`config.mk`:
```
export PLATFORM = sky130hd
export DESIGN_NAME = crc16_sync_frame_deframer_flat
export DESIGN_NICKNAME = d
export VERILOG_FILES = /design/src/rtl/dfr_pkg.sv /design/src/rtl/dfr_byte_if.sv /design/src/rtl/dfr_cfg_if.sv /design/src/rtl/dfr_result_if.sv /design/src/rtl/crc16_sync_frame_deframer.sv /design/src/rtl/dfr_front.sv /design/src/rtl/dfr_queue.sv /design/src/rtl/dfr_back.sv /design/src/flat_wrapper.sv
export SDC_FILE = /design/constraint.sdc
export NUM_CORES = 1
export LEC_CHECK = 0
export BUFFER_PORTS_ARGS = -buffer_cell sky130_fd_sc_hd__buf_2
export CORE_MARGIN = 2
export CORE_UTILIZATION = 45
export CTS_CLUSTER_SIZE = 16
export DETAILED_ROUTE_END_ITERATION = 12
export PLACE_DENSITY = 0.67
export RECOVER_POWER = 50
export SLEW_MARGIN = 10
export SYNTH_ARGS = -nofsm -noshare
export SYNTH_HDL_FRONTEND = slang
export SYNTH_SLANG_ARGS = --single-unit
```
`constraint.sdc`:
```
create_clock -name clk -period 6.5 [get_ports clk]
set_input_delay 0.325 -clock clk [delete_from_list [all_inputs] [get_ports clk]]
set_output_delay 0.325 -clock clk [all_outputs]
set_load 0.05 [all_outputs]
```
`src/rtl/dfr_pkg.sv`:
```
`timescale 1ns / 1ps

package dfr_pkg;

  // Word and field widths
  localparam int BYTE_W = 8;
  localparam int KIND_W = 2;
  localparam int POS_W = 5;
  localparam int LEN_W = 6;
  localparam int CNT_W = 32;
  localparam int CRC_W = 16;
  localparam int CFG_IDX_W = 2;

  // Build-time defaults
  localparam int MAX_PAYLOAD_DEF = 32;
  localparam int MAX_RESULTS = 32;
  localparam int QDEPTH = 2;

  // Configuration register indexes
  localparam logic [CFG_IDX_W-1:0] REG_SYNC_FIRST = 2'd0;
  localparam logic [CFG_IDX_W-1:0] REG_SYNC_SECOND = 2'd1;
  localparam logic [CFG_IDX_W-1:0] REG_MAX_LENGTH = 2'd2;

  localparam logic [BYTE_W-1:0] SYNC_FIRST_RST = 8'hAA;
  localparam logic [BYTE_W-1:0] SYNC_SECOND_RST = 8'h55;
  localparam logic [LEN_W-1:0] MAX_LENGTH_RST = 6'd32;

  // Event kinds
  localparam logic [KIND_W-1:0] EV_NONE = 2'd0;
  localparam logic [KIND_W-1:0] EV_BYTE = 2'd1;
  localparam logic [KIND_W-1:0] EV_CRCERR = 2'd2;
  localparam logic [KIND_W-1:0] EV_FRAMEERR = 2'd3;

  localparam logic [CRC_W-1:0] CRC_INIT = 16'hFFFF;
  localparam logic [CRC_W-1:0] CRC_POLY = 16'h1021;

  // One classified input word, handed from front to back
  typedef struct packed {
    logic [KIND_W-1:0] kind;
    logic [LEN_W-1:0]  length;
    logic              bank;
    logic [CNT_W-1:0]  crc_total;
    logic [CNT_W-1:0]  frm_total;
    logic [CNT_W-1:0]  good_total;
    logic              link;
  } job_t;

  // Payload store write port
  typedef struct packed {
    logic              en;
    logic              bank;
    logic [POS_W-1:0]  idx;
    logic [BYTE_W-1:0] data;
  } store_wr_t;

  // CRC-16/CCITT-FALSE, one byte, MSB first
  function automatic logic [CRC_W-1:0] crc_upd(input logic [CRC_W-1:0] crc_in,
                                               input logic [BYTE_W-1:0] b);
    logic [CRC_W-1:0] c;
    c = crc_in ^ {b, 8'h00};
    for (int i = 0; i < 8; i++) begin
      if (c[CRC_W-1]) begin
        c = {c[CRC_W-2:0], 1'b0} ^ CRC_POLY;
      end else begin
        c = {c[CRC_W-2:0], 1'b0};
      end
    end
    return c;
  endfunction

endpackage

```
`src/rtl/dfr_byte_if.sv`:
```
`timescale 1ns / 1ps

interface dfr_byte_if;
  logic                      valid;
  logic                      ready;
  logic [dfr_pkg::BYTE_W-1:0] rx_byte;

  modport source (output valid, output rx_byte, input ready);
  modport sink (input valid, input rx_byte, output ready);
endinterface

```
`src/rtl/dfr_cfg_if.sv`:
```
`timescale 1ns / 1ps

interface dfr_cfg_if;
  logic                         valid;
  logic                         ready;
  logic [dfr_pkg::CFG_IDX_W-1:0] index;
  logic [dfr_pkg::BYTE_W-1:0]    data;

  modport source (output valid, output index, output data, input ready);
  modport sink (input valid, input index, input data, output ready);
endinterface

```
`src/rtl/dfr_result_if.sv`:
```
`timescale 1ns / 1ps

interface dfr_result_if;
  logic                       valid;
  logic                       ready;
  logic [dfr_pkg::KIND_W-1:0] event_kind;
  logic [dfr_pkg::BYTE_W-1:0] payload_byte;
  logic [dfr_pkg::POS_W-1:0]  byte_position;
  logic [dfr_pkg::LEN_W-1:0]  frame_length;
  logic                       last_of_run;
  logic [dfr_pkg::CNT_W-1:0]  crc_error_total;
  logic [dfr_pkg::CNT_W-1:0]  framing_error_total;
  logic [dfr_pkg::CNT_W-1:0]  good_frame_total;
  logic                       link_up;

  modport source (output valid, output event_kind, output payload_byte,
                  output byte_position, output frame_length, output last_of_run,
                  output crc_error_total, output framing_error_total,
                  output good_frame_total, output link_up, input ready);
  modport sink (input valid, input event_kind, input payload_byte,
                input byte_position, input frame_length, input last_of_run,
                input crc_error_total, input framing_error_total,
                input good_frame_total, input link_up, output ready);
endinterface

```
`src/rtl/crc16_sync_frame_deframer.sv`:
```
`timescale 1ns / 1ps
// Sync / length / payload / CRC-16 frame deframer.
// Channels: rx takes one received word per handshake; res gives result words;
// cfg writes sync_first (0), sync_second (1) and max_length (2), always ready.
// Every accepted rx word yields exactly one result word, except the second CRC
// byte of a good frame, which yields one word per payload byte, last_of_run
// marking the final one. Each result carries the counters after that word.
// A single result passes through the queue into the registered res word; a
// good frame's payload words are first read from the store, then follow one word
// per cycle while res is ready.
// Throughput: one rx word per cycle. The front parses and writes payload into
// one of two store banks; a two-entry queue feeds the back, which drains the
// store. rx stalls when the queue is full, or on a payload byte while both
// banks still hold frames that wait to drain.
// A stalled res holds its word and the back; the front runs on until the
// queue fills. Reset is synchronous: it restores the sync and length
// registers, clears counters and link-up, and returns the parser to hunting.
module crc16_sync_frame_deframer #(
  parameter int MAX_PAYLOAD_BYTES = dfr_pkg::MAX_PAYLOAD_DEF
) (
  input  logic          clk,
  input  logic          rst,
  dfr_byte_if.sink      rx,
  dfr_cfg_if.sink       cfg,
  dfr_result_if.source  res
);
  import dfr_pkg::*;

  logic      q_push, q_not_full, q_pop, q_not_empty;
  job_t      push_job, head_job;
  store_wr_t wr;
  logic [1:0] bank_free;

  // Parse, classify and fill the payload store
  dfr_front #(
    .MAX_PAYLOAD_BYTES(MAX_PAYLOAD_BYTES)
  ) u_front (
    .clk       (clk),
    .rst       (rst),
    .rx        (rx),
    .cfg       (cfg),
    .q_ready   (q_not_full),
    .q_push    (q_push),
    .q_job     (push_job),
    .wr        (wr),
    .bank_free (bank_free)
  );

  // Decouple parser from result drain
  dfr_queue u_queue (
    .clk       (clk),
    .rst       (rst),
    .push      (q_push),
    .push_job  (push_job),
    .not_full  (q_not_full),
    .pop       (q_pop),
    .not_empty (q_not_empty),
    .head_job  (head_job)
  );

  // Emit result words, draining good frames from the store
  dfr_back #(
    .MAX_PAYLOAD_BYTES(MAX_PAYLOAD_BYTES)
  ) u_back (
    .clk       (clk),
    .rst       (rst),
    .q_valid   (q_not_empty),
    .q_job     (head_job),
    .q_pop     (q_pop),
    .wr        (wr),
    .bank_free (bank_free),
    .res       (res)
  );

endmodule

```
`src/rtl/dfr_front.sv`:
```
`timescale 1ns / 1ps

module dfr_front #(
  parameter int MAX_PAYLOAD_BYTES = dfr_pkg::MAX_PAYLOAD_DEF
) (
  input  logic                clk,
  input  logic                rst,
  dfr_byte_if.sink            rx,
  dfr_cfg_if.sink             cfg,
  input  logic                q_ready,
  output logic                q_push,
  output dfr_pkg::job_t       q_job,
  output dfr_pkg::store_wr_t  wr,
  input  logic [1:0]          bank_free
);
  import dfr_pkg::*;

  localparam int LIM = (MAX_PAYLOAD_BYTES < MAX_RESULTS) ? MAX_PAYLOAD_BYTES : MAX_RESULTS;
  localparam logic [LEN_W-1:0] LIM_V = LEN_W'(LIM);

  localparam logic [2:0] PH_SYNC1 = 3'd0;
  localparam logic [2:0] PH_SYNC2 = 3'd1;
  localparam logic [2:0] PH_LEN   = 3'd2;
  localparam logic [2:0] PH_DATA  = 3'd3;
  localparam logic [2:0] PH_CRCLO = 3'd4;
  localparam logic [2:0] PH_CRCHI = 3'd5;

  logic [BYTE_W-1:0] sync_first, sync_second;
  logic [LEN_W-1:0]  max_length;

  logic [2:0]        phase, phase_next;
  logic [LEN_W-1:0]  exp_len, exp_len_next;
  logic [LEN_W-1:0]  count, count_next;
  logic [CRC_W-1:0]  crc, crc_next;
  logic [BYTE_W-1:0] rcv_lo, rcv_lo_next;
  logic [CNT_W-1:0]  crc_tot, crc_tot_next;
  logic [CNT_W-1:0]  frm_tot, frm_tot_next;
  logic [CNT_W-1:0]  good_tot, good_tot_next;
  logic              link, link_next;
  logic              wbank, wbank_next;
  logic [1:0]        bank_busy, busy_set;
  logic [KIND_W-1:0] kind;
  logic [LEN_W-1:0]  limit;
  logic [BYTE_W-1:0] b;
  logic              accept;

  assign b      = rx.rx_byte;
  assign limit  = (max_length > LIM_V) ? LIM_V : max_length;
  // Hold payload bytes while the bank to fill is still being drained
  assign rx.ready = q_ready && !((phase == PH_DATA) && bank_busy[wbank]);
  assign accept = rx.valid && rx.ready;
  assign cfg.ready = 1'b1;

  always_comb begin
    phase_next    = phase;
    exp_len_next  = exp_len;
    count_next    = count;
    crc_next      = crc;
    rcv_lo_next   = rcv_lo;
    crc_tot_next  = crc_tot;
    frm_tot_next  = frm_tot;
    good_tot_next = good_tot;
    link_next     = link;
    wbank_next    = wbank;
    busy_set      = 2'b00;
    kind          = EV_NONE;
    wr            = '0;
    case (phase)
      PH_SYNC2: begin
        if (b == sync_second) begin
          phase_next = PH_LEN;
        end else if (b != sync_first) begin
          phase_next = PH_SYNC1;
        end
      end
      PH_LEN: begin
        if (b == '0 || b > {2'b00, limit}) begin
          frm_tot_next = frm_tot + 32'd1;
          phase_next   = PH_SYNC1;
          kind         = EV_FRAMEERR;
        end else begin
          exp_len_next = b[LEN_W-1:0];
          count_next   = '0;
          crc_next     = crc_upd(CRC_INIT, b);
          phase_next   = PH_DATA;
        end
      end
      PH_DATA: begin
        wr.en      = 1'b1;
        wr.bank    = wbank;
        wr.idx     = count[POS_W-1:0];
        wr.data    = b;
        crc_next   = crc_upd(crc, b);
        count_next = count + 6'd1;
        if (count_next >= exp_len) begin
          phase_next = PH_CRCLO;
        end
      end
      PH_CRCLO: begin
        rcv_lo_next = b;
        phase_next  = PH_CRCHI;
      end
      PH_CRCHI: begin
        phase_next = PH_SYNC1;
        if ({b, rcv_lo} != crc) begin
          crc_tot_next = crc_tot + 32'd1;
          kind         = EV_CRCERR;
        end else begin
          good_tot_next     = good_tot + 32'd1;
          link_next         = 1'b1;
          kind              = EV_BYTE;
          busy_set[wbank]   = 1'b1;
          wbank_next        = ~wbank;
        end
      end
      default: begin
        phase_next = (b == sync_first) ? PH_SYNC2 : PH_SYNC1;
      end
    endcase
    if (!accept) begin
      wr.en = 1'b0;
    end
  end

  assign q_push           = accept;
  assign q_job.kind       = kind;
  assign q_job.length     = exp_len;
  assign q_job.bank       = wbank;
  assign q_job.crc_total  = crc_tot_next;
  assign q_job.frm_total  = frm_tot_next;
  assign q_job.good_total = good_tot_next;
  assign q_job.link       = link_next;

  always_ff @(posedge clk) begin
    if (rst) begin
      sync_first  <= SYNC_FIRST_RST;
      sync_second <= SYNC_SECOND_RST;
      max_length  <= MAX_LENGTH_RST;
    end else if (cfg.valid) begin
      case (cfg.index)
        REG_SYNC_FIRST:  sync_first  <= cfg.data;
        REG_SYNC_SECOND: sync_second <= cfg.data;
        REG_MAX_LENGTH:  max_length  <= cfg.data[LEN_W-1:0];
        default: ;
      endcase
    end
  end

  always_ff @(posedge clk) begin
    if (rst) begin
      phase     <= PH_SYNC1;
      exp_len   <= '0;
      count     <= '0;
      crc       <= CRC_INIT;
      rcv_lo    <= '0;
      crc_tot   <= '0;
      frm_tot   <= '0;
      good_tot  <= '0;
      link      <= 1'b0;
      wbank     <= 1'b0;
      bank_busy <= 2'b00;
    end else begin
      bank_busy <= (bank_busy & ~bank_free) | (accept ? busy_set : 2'b00);
      if (accept) begin
        phase    <= phase_next;
        exp_len  <= exp_len_next;
        count    <= count_next;
        crc      <= crc_next;
        rcv_lo   <= rcv_lo_next;
        crc_tot  <= crc_tot_next;
        frm_tot  <= frm_tot_next;
        good_tot <= good_tot_next;
        link     <= link_next;
        wbank    <= wbank_next;
      end
    end
  end

endmodule

```
`src/rtl/dfr_queue.sv`:
```
`timescale 1ns / 1ps

module dfr_queue (
  input  logic           clk,
  input  logic           rst,
  input  logic           push,
  input  dfr_pkg::job_t  push_job,
  output logic           not_full,
  input  logic           pop,
  output logic           not_empty,
  output dfr_pkg::job_t  head_job
);
  import dfr_pkg::*;

  localparam int PW = (QDEPTH > 1) ? $clog2(QDEPTH) : 1;
  localparam int CW = $clog2(QDEPTH + 1);

  job_t          slots [QDEPTH];
  logic [PW-1:0] wptr, rptr;
  logic [CW-1:0] fill;
  logic          do_push, do_pop;

  assign not_full  = (fill != CW'(QDEPTH));
  assign not_empty = (fill != '0);
  assign do_push   = push && not_full;
  assign do_pop    = pop && not_empty;
  assign head_job  = slots[rptr];

  always_ff @(posedge clk) begin
    if (do_push) begin
      slots[wptr] <= push_job;
    end
  end

  always_ff @(posedge clk) begin
    if (rst) begin
      wptr <= '0;
      rptr <= '0;
      fill <= '0;
    end else begin
      if (do_push) begin
        wptr <= (wptr == PW'(QDEPTH - 1)) ? '0 : wptr + 1'b1;
      end
      if (do_pop) begin
        rptr <= (rptr == PW'(QDEPTH - 1)) ? '0 : rptr + 1'b1;
      end
      case ({do_push, do_pop})
        2'b10:   fill <= fill + 1'b1;
        2'b01:   fill <= fill - 1'b1;
        default: fill <= fill;
      endcase
    end
  end

endmodule

```
`src/rtl/dfr_back.sv`:
```
`timescale 1ns / 1ps

module dfr_back #(
  parameter int MAX_PAYLOAD_BYTES = dfr_pkg::MAX_PAYLOAD_DEF
) (
  input  logic                clk,
  input  logic                rst,
  input  logic                q_valid,
  input  dfr_pkg::job_t       q_job,
  output logic                q_pop,
  input  dfr_pkg::store_wr_t  wr,
  output logic [1:0]          bank_free,
  dfr_result_if.source        res
);
  import dfr_pkg::*;

  localparam int LIM = (MAX_PAYLOAD_BYTES < MAX_RESULTS) ? MAX_PAYLOAD_BYTES : MAX_RESULTS;
  localparam int AW = (LIM > 1) ? $clog2(LIM) : 1;
  localparam int MEM_DEPTH = 2 << AW;

  localparam logic BK_IDLE  = 1'b0;
  localparam logic BK_DRAIN = 1'b1;

  logic [BYTE_W-1:0] mem [MEM_DEPTH];
  logic [BYTE_W-1:0] rd_data;
  logic [AW:0]       rd_addr;
  logic              rd_en;
  logic              state;
  logic [POS_W-1:0]  idx;
  logic              free, last;
  logic              load;

  assign free = !res.valid || res.ready;
  assign last = (({1'b0, idx} + 6'd1) == q_job.length);

  always_comb begin
    rd_en     = 1'b0;
    rd_addr   = '0;
    q_pop     = 1'b0;
    load      = 1'b0;
    bank_free = 2'b00;
    case (state)
      BK_IDLE: begin
        if (q_valid && free) begin
          if (q_job.kind == EV_BYTE) begin
            rd_en   = 1'b1;
            rd_addr = {q_job.bank, {AW{1'b0}}};
          end else begin
            q_pop = 1'b1;
            load  = 1'b1;
          end
        end
      end
      BK_DRAIN: begin
        if (free) begin
          load = 1'b1;
          if (last) begin
            q_pop                = 1'b1;
            bank_free[q_job.bank] = 1'b1;
          end else begin
            rd_en   = 1'b1;
            rd_addr = {q_job.bank, AW'(idx + 5'd1)};
          end
        end
      end
      default: ;
    endcase
  end

  always_ff @(posedge clk) begin
    if (wr.en) begin
      mem[{wr.bank, wr.idx[AW-1:0]}] <= wr.data;
    end
    if (rd_en) begin
      rd_data <= mem[rd_addr];
    end
  end

  always_ff @(posedge clk) begin
    if (rst) begin
      state     <= BK_IDLE;
      idx       <= '0;
      res.valid <= 1'b0;
    end else begin
      // Raise valid on a new word, drop it once the word is taken
      res.valid <= load || (res.valid && !res.ready);
      case (state)
        BK_IDLE: begin
          if (q_valid && free && q_job.kind == EV_BYTE) begin
            idx   <= '0;
            state <= BK_DRAIN;
          end
        end
        BK_DRAIN: begin
          if (free) begin
            if (last) begin
              state <= BK_IDLE;
            end else begin
              idx <= idx + 5'd1;
            end
          end
        end
        default: state <= BK_IDLE;
      endcase
    end
  end

  // Result payload, loaded together with valid
  always_ff @(posedge clk) begin
    if (load) begin
      res.crc_error_total     <= q_job.crc_total;
      res.framing_error_total <= q_job.frm_total;
      res.good_frame_total    <= q_job.good_total;
      res.link_up             <= q_job.link;
      if (state == BK_DRAIN) begin
        res.event_kind    <= EV_BYTE;
        res.payload_byte  <= rd_data;
        res.byte_position <= idx;
        res.frame_length  <= q_job.length;
        res.last_of_run   <= last;
      end else begin
        res.event_kind    <= q_job.kind;
        res.payload_byte  <= '0;
        res.byte_position <= '0;
        res.frame_length  <= '0;
        res.last_of_run   <= 1'b1;
      end
    end
  end

endmodule

```
`src/flat_wrapper.sv`:
```
// flat-port wrapper written by rule: the top's interface ports become plain ports
module crc16_sync_frame_deframer_flat import dfr_pkg::*;
#(
  parameter int MAX_PAYLOAD_BYTES = dfr_pkg::MAX_PAYLOAD_DEF
)
  (clk, rst, rx_valid, rx_rx_byte, rx_ready, cfg_valid, cfg_index, cfg_data, cfg_ready, res_valid, res_event_kind, res_payload_byte, res_byte_position, res_frame_length, res_last_of_run, res_crc_error_total, res_framing_error_total, res_good_frame_total, res_link_up, res_ready);
  dfr_byte_if rx_i ();
  dfr_cfg_if cfg_i ();
  dfr_result_if res_i ();
  input  logic clk;
  input  logic rst;
  input wire logic [$bits(rx_i.valid)-1:0] rx_valid;
  input wire logic [$bits(rx_i.rx_byte)-1:0] rx_rx_byte;
  output wire logic [$bits(rx_i.ready)-1:0] rx_ready;
  input wire logic [$bits(cfg_i.valid)-1:0] cfg_valid;
  input wire logic [$bits(cfg_i.index)-1:0] cfg_index;
  input wire logic [$bits(cfg_i.data)-1:0] cfg_data;
  output wire logic [$bits(cfg_i.ready)-1:0] cfg_ready;
  output wire logic [$bits(res_i.valid)-1:0] res_valid;
  output wire logic [$bits(res_i.event_kind)-1:0] res_event_kind;
  output wire logic [$bits(res_i.payload_byte)-1:0] res_payload_byte;
  output wire logic [$bits(res_i.byte_position)-1:0] res_byte_position;
  output wire logic [$bits(res_i.frame_length)-1:0] res_frame_length;
  output wire logic [$bits(res_i.last_of_run)-1:0] res_last_of_run;
  output wire logic [$bits(res_i.crc_error_total)-1:0] res_crc_error_total;
  output wire logic [$bits(res_i.framing_error_total)-1:0] res_framing_error_total;
  output wire logic [$bits(res_i.good_frame_total)-1:0] res_good_frame_total;
  output wire logic [$bits(res_i.link_up)-1:0] res_link_up;
  input wire logic [$bits(res_i.ready)-1:0] res_ready;
  assign rx_i.valid = rx_valid;
  assign rx_i.rx_byte = rx_rx_byte;
  assign rx_ready = rx_i.ready;
  assign cfg_i.valid = cfg_valid;
  assign cfg_i.index = cfg_index;
  assign cfg_i.data = cfg_data;
  assign cfg_ready = cfg_i.ready;
  assign res_valid = res_i.valid;
  assign res_event_kind = res_i.event_kind;
  assign res_payload_byte = res_i.payload_byte;
  assign res_byte_position = res_i.byte_position;
  assign res_frame_length = res_i.frame_length;
  assign res_last_of_run = res_i.last_of_run;
  assign res_crc_error_total = res_i.crc_error_total;
  assign res_framing_error_total = res_i.framing_error_total;
  assign res_good_frame_total = res_i.good_frame_total;
  assign res_link_up = res_i.link_up;
  assign res_i.ready = res_ready;
  crc16_sync_frame_deframer #(.MAX_PAYLOAD_BYTES(MAX_PAYLOAD_BYTES)) u_core (.clk(clk), .rst(rst), .rx(rx_i), .cfg(cfg_i), .res(res_i));
endmodule
```
==> qor.csv, run 1 <==
metric,value,unit
outcome,"finished, violations left",
failing checks,"max-capacitance violations, max-slew violations",
Yosys warnings,0,
routed length per placed instance,21.9,um
GP Congestion,0.897,
Hold Fails Final Rpt,0,
Netlist cell types,79,
synthesized area,42100,um^2
min Tclk post-route,5.46,ns
I/O pin count,145,
drt drc,0,
placed cell areas,44000,um^2
Clock Path Buffers,3,
CP max stage cell,nor2_1,
total power,0.0172,W
die width,310,um
clk slew on worst S/H paths,0.06,ns
crit-path max FO,37,
met2 Use GR,0.329,
Initial Util,0.452,
max-cap viol count,15,
CP Buf/Inv Count,2,
"flops & latches, synth",1024,
mean area per synthesized cell,14.1,um^2
final setup violation count,0,
Setup crit end kind,register,
WS Path Type,reg -> reg,
share of cells above drive strength 1,0.105,
flop-to-flop setup slack,1.04,ns
"top cells by area, synth","edfxtp_1 (61%), dfxtp_1 (8.2%), mux2i_1 (3.2%)",
Fill cells,7939,
Peak VDD IR,0.269,mV
nets@finish,3166,
CTS root buffer,clkbuf_16,
PnR worst setup slack,1.04,ns
Crit path largest cell delay,2.54,ns
Synthesized Nets,3035,
vias in the first global route,24200,
I/O Buffers,143,
Min Hold Slack,0.136,ns
largest net degree at the start of global routing,99,
Post-Synthesis Cells,2994,
largest area contributor in the netlist,edfxtp_1,
Initial DRC Count,2509,
first-pass GRT wire length,148000,um
RSZ-0062 raised after global routing,no,
Via Count,25100,
clk_skew,0.0321,ns
number of routed nets with antenna violations,0,
Final Cycle Share,0.840,
drt total wl,97700,um
final slew viol count,865,
gr ovfl total,0,
dpl ws,1.64,ns
HPWL after DPL,61100,um
design area,47100,um^2
critical path required time,6.93,ns
ys async rst share,0,
post-route setup TNS,0,ns
H-tree levels,3,
CTS buffer count,101,
core area,93000,um^2
Synth top area share,0.607,
critical path's top delay family,simple AND/OR/NAND/NOR gates,
CTS tree,built,
register area share after synthesis,0.689,
post-CTS sizing,0,
Slew @ Worst Pin,3.64,ns
cell breakdown of the critical path,"nor2b_1, nand2_1, clkbuf_1, nor2_1, buf_4",
DIE HEIGHT,310,um
num rows,112,
"EDFF count, synth",851,
area of the die,96000,um^2
DRT Pass-1 Iters,6,
worst relative slew slack,-1.43,
gr busiest metal,met2,
Startpoint Class,register,
total track usage,0.202,
met1 usage in global routing,0.273,
worst min path class,in -> reg,
Power Density,364,nW/um^2
post-CTS setup buffers,0,
Hold Buf Count CTS,8,
drt via density,5.61,
critical path data arrival time,5.90,ns
Area Growth Syn to Fin,11.9,%
Sink Count,1024,
Achievable Freq,0.183,GHz
clk_lat worst skew,0.68,ns
met3 usage,0.0316,
Synth Flop Type,edfxtp_1,
antenna violations before repair,1,
Leak Pwr,14.1,nW
kinds of logic after synthesis:
family                     Yosys count  synth area share
xor gates and xnor gates           240            0.0503
adders and majority gates           19           0.00559
buffers and inverters              199            0.0199
AOI/OAI and AO/OA                  468            0.0763
DFF                               1024             0.689
muxes                              265            0.0720
and+or+nand+nor                    778            0.0865
other                                1         0.0000891
area by class of cell:
cell class / instances / area, um^2 / area share
diodes: 2 / 5.00 / 0.000106
clock buffers: 132 / 2730 / 0.0579
clock inverters: 56 / 475 / 0.0101
inverters: 37 / 140 / 0.00298
multi-input cells: 1771 / 12300 / 0.260
flip-flops and latches: 1024 / 29000 / 0.616
well taps: 1254 / 1570 / 0.0333
repair buffers: 190 / 892 / 0.0189
metrics by stage:
| stage | util | std cells |
|---|---|---|
| after floorplan | - | 2994 |
| after global routing | 0.506 | 4464 |
| after CTS | 0.509 | 4464 |
| after global placement | 0.473 | 4268 |
| final | 0.506 | 4466 |
| after detailed placement | 0.473 | 4268 |
tightest hold or removal path, cell delays in order:
cell and delay (ns):
buf_2 0.07, nand2b_1 0.24, a21oi_1 0.10
synth_stat cells, drive strengths merged (35+ instances only):
| cell | instances |
|---|---|
| a21oi | 77 |
| buf | 62 |
| clkbuf | 100 |
| dfxtp | 173 |
| edfxtp | 851 |
| inv | 37 |
| mux2 | 111 |
| mux2i | 135 |
| nand2 | 149 |
| nand3 | 64 |
| nor2 | 322 |
| nor3 | 45 |
| o21ai | 130 |
| o22ai | 35 |
| or3 | 40 |
| xnor2 | 141 |
| xor2 | 99 |
path summary, 6_finish.rpt:
| path | start | end | cells after the start |
|---|---|---|---|
| setup / recovery | u_core.u_front.phase[1] | u_core.u_back.mem[6][0] | 5 |
| hold / removal | res_ready | u_core.u_back.res.valid | 3 |
| setup reg to reg | u_core.u_front.phase[1] | u_core.u_back.mem[6][0] | 5 |
| hold reg to reg | u_core.u_front.link | u_core.u_front.link | 2 |
layer usage:
layer	vias up	wire length (um)
met3	191	6710
li1	11500	-
met2	975	46400
met4	0	3430
met1	12400	41100
met5	-	0
state kept, by name (all words and copies together) (netlist names), 16 cells and up, named ones only:
register and cells:
u_core.u_back.res.good_frame_total 32, u_core.u_front.crc 16, u_core.u_queue.slots 212, u_core.u_back.res.framing_error_total 32
u_core.u_back.res.crc_error_total 32, u_core.u_back.mem 512, u_core.u_front.crc_tot 32, u_core.u_front.frm_tot 32
u_core.u_front.good_tot 32
where the power goes:
group          switching [W]  internal (W)
logic                0.00255      0.000737
clock network        0.00243       0.00323
registers           0.000273       0.00794
total                0.00525        0.0119
cell usage in the layout, fill, tap and decap left out, drive strengths merged, types with 25 or more instances in the layout:
| cell | count |
|---|---|
| edfxtp | 851 |
| nor2 | 322 |
| clkbuf | 266 |
| dfxtp | 173 |
| nand2 | 149 |
| xnor2 | 141 |
| mux2i | 135 |
| o21ai | 130 |
| mux2 | 111 |
| xor2 | 99 |
| a21oi | 77 |
| nand3 | 64 |
| buf | 48 |
| nor3 | 45 |
| clkinv | 42 |
| or3 | 40 |
| inv | 40 |
| o22ai | 35 |
| and3 | 33 |
| o211ai | 32 |
| nand4 | 27 |
| a211o | 26 |
| and2 | 25 |
Power figures use the tool's default switching activity.
==> inputs of run 2 (changes only) <==
--- a/config.mk
+++ b/config.mk
@@ -10,7 +10,7 @@
 export CORE_UTILIZATION = 45
 export CTS_CLUSTER_SIZE = 16
 export DETAILED_ROUTE_END_ITERATION = 12
-export PLACE_DENSITY = 0.67
+export PLACE_DENSITY = 0.65
 export RECOVER_POWER = 50
 export SLEW_MARGIN = 10
 export SYNTH_ARGS = -nofsm -noshare
==> constraint.sdc (replaced) <==
create_clock -name clk -period 5.39 [get_ports clk]
set_input_delay 0.2695 -clock clk [delete_from_list [all_inputs] [get_ports clk]]
set_output_delay 0.2695 -clock clk [all_outputs]
set_load 0.05 [all_outputs]
==> run 2 against run 1 <==
Die area unchanged. The run still ends with max-capacitance violations, max-slew violations left. Power up 22%. Cell area up 0.49%. Setup slack worse by 0.44 ns. Clock-buffer cell count increased by 13. Core utilization rose by 0.25 points. Via count up 0.97%. Non-clock buffer count grew 4. Highest routed layer unchanged. Clock skew down 0.0059 ns.
==> qor.csv, run 2 (same netlist as run 1, synthesis figures left out) <==
metric,value,unit
outcome,"finished, violations left",
failing checks,"max-capacitance violations, max-slew violations",
cell breakdown of the critical path,"nor2b_1, nand2_2, clkbuf_1, nor2_1, a21oi_1, and2_0, clkinv_1, buf_4, nor2_1, nand4b_1, nor3_1, buf_4",
Crit path largest cell delay,0.81,ns
worst relative slew slack,-1.15,
critical path required time,5.76,ns
Startpoint Class,register,
RR Startpoint,u_core.u_front.phase[1],
CP max stage cell,nor3_1,
Initial Util,0.452,
antenna violations before repair,0,
Achievable Freq,0.209,GHz
number of routed nets with antenna violations,0,
share of cells above drive strength 1,0.109,
vias in the first global route,25000,
final slew viol count,530,
Clock Path Buffers,3,
Power Density,443,nW/um^2
R2R Path End,u_core.u_back.mem[47][5],
area of the die,96000,um^2
CP Buf/Inv Count,4,
post-CTS sizing,0,
Area Growth Syn to Fin,12.4,%
HPWL after DPL,65100,um
critical path's top delay family,simple AND/OR/NAND/NOR gates,
max-cap viol count,13,
Setup crit end kind,register,
DRT Pass-1 Iters,7,
drt total wl,100000,um
clk_skew,0.0262,ns
Layout Utilization,0.509,
ant diodes,0,
die width,310,um
crit-path max FO,13,
CTS buffer count,101,
min Tclk post-route,4.79,ns
Largest register FFs,512,
drt via density,5.67,
worst min path class,in -> reg,
Initial DRC Count,2451,
DIE HEIGHT,310,um
flop-to-flop setup slack,0.60,ns
CTS root buffer,clkbuf_16,
nets@finish,3170,
Worst Setup EP,u_core.u_back.mem[47][5],
RSZ-0062 raised after global routing,no,
clk slew on worst S/H paths,0.06,ns
total track usage,0.207,
Peak VDD IR,0.268,mV
num rows,112,
final setup violation count,0,
Slew @ Worst Pin,3.22,ns
total power,0.0210,W
Via Count,25300,
drt drc,0,
I/O Buffers,143,
H-tree levels,3,
design area,47300,um^2
CTS tree,built,
CP Launch Point,u_core.u_front.phase[1],
Hold Fails Final Rpt,0,
core area,93000,um^2
post-route setup TNS,0,ns
Worst path depth,12,
most frequent cells in the layout,"edfxtp_1 (851), nor2_1 (317), dfxtp_1 (172)",
Final Cycle Share,0.889,
gr ovfl total,0,
clk_lat worst skew,0.67,ns
placed cell areas,44100,um^2
largest net degree at the start of global routing,110,
GP Congestion,0.929,
critical path data arrival time,5.17,ns
Leak Pwr,14.2,nW
WS Path Type,reg -> reg,
routed length per placed instance,22.5,um
first-pass GRT wire length,151000,um
Sink Count,1024,
I/O pin count,145,
"most common cell after layout, fill and taps aside",edfxtp_1,
FF-to-FF path depth,12,
-- run 2: cell count changes in the layout (fill, tap and decap cells not counted), sizes merged --
cell      delta
bufinv       +4
clkbuf      +17
diode        -2
inv          -2
clkinv      -16
clkinvlp     +2
-- run 2: layer usage --
| layer | track usage | wire [um] | vias up |
|---|---|---|---|
| met5 | 0 | 0 | - |
| met4 | 0.0772 | 3340 | 0 |
| met3 | 0.0361 | 7770 | 223 |
| met2 | 0.339 | 47300 | 1063 |
| met1 | 0.276 | 42100 | 12500 |
| li1 | - | - | 11500 |
-- run 2: layout make-up --
cell class | count | area, um^2
multi-input combinational | 1771 | 12300
fill | 7814 | 45700
sequential | 1024 | 29000
clock inverter | 44 | 539
inverter | 37 | 140
timing repair buffer | 194 | 941
tap | 1254 | 1570
clock buffer | 145 | 2840
-- run 2: worst min path at each step --
stage	start	to	slack, ns	depth (start not counted)
3_3_place_gp	u_core.u_front.link	u_core.u_front.link	0.45	2
4_1_cts	res_ready	u_core.u_back.res.valid	0.04	3
2_1_floorplan	cfg_data[1]	u_core.u_front.sync_first[1]	0.39	1
3_5_place_dp	u_core.u_front.link	u_core.u_front.link	0.46	2
6_report	res_ready	u_core.u_back.res.valid	0.06	3
5_1_grt	rx_rx_byte[6]	u_core.u_front.rcv_lo[6]	0.07	3
-- run 2: power breakdown --
part           internal (W)  leakage, nW  switching, W
sequential          0.00956         8.30      0.000278
combinational      0.000897         4.23       0.00316
clock               0.00420         1.64       0.00289
-- run 2: what timing repair did --
action | 4_1_cts | 5_1_grt
hold endpoints to repair | 21 | 0
setup buffers | 0 | 0
hold buffers | 8 | 0
-- run 2: per-stage QoR --
step | hold WS (ns) | worst slack [ns] | std cells
6_report | 0.0591 | 0.596 | 4469
2_1_floorplan | 0.387 | 0.318 | 2994
3_5_place_dp | 0.456 | 1.02 | 4272
3_3_place_gp | 0.445 | 1.13 | 4271
4_1_cts | 0.0375 | 0.994 | 4469
5_1_grt | 0.0693 | 0.355 | 4469
-- run 2: tightest hold or removal path, cell delays in order --
cell and delay (ns):
buf_2 0.07, nand2b_1 0.23, a21oi_1 0.10
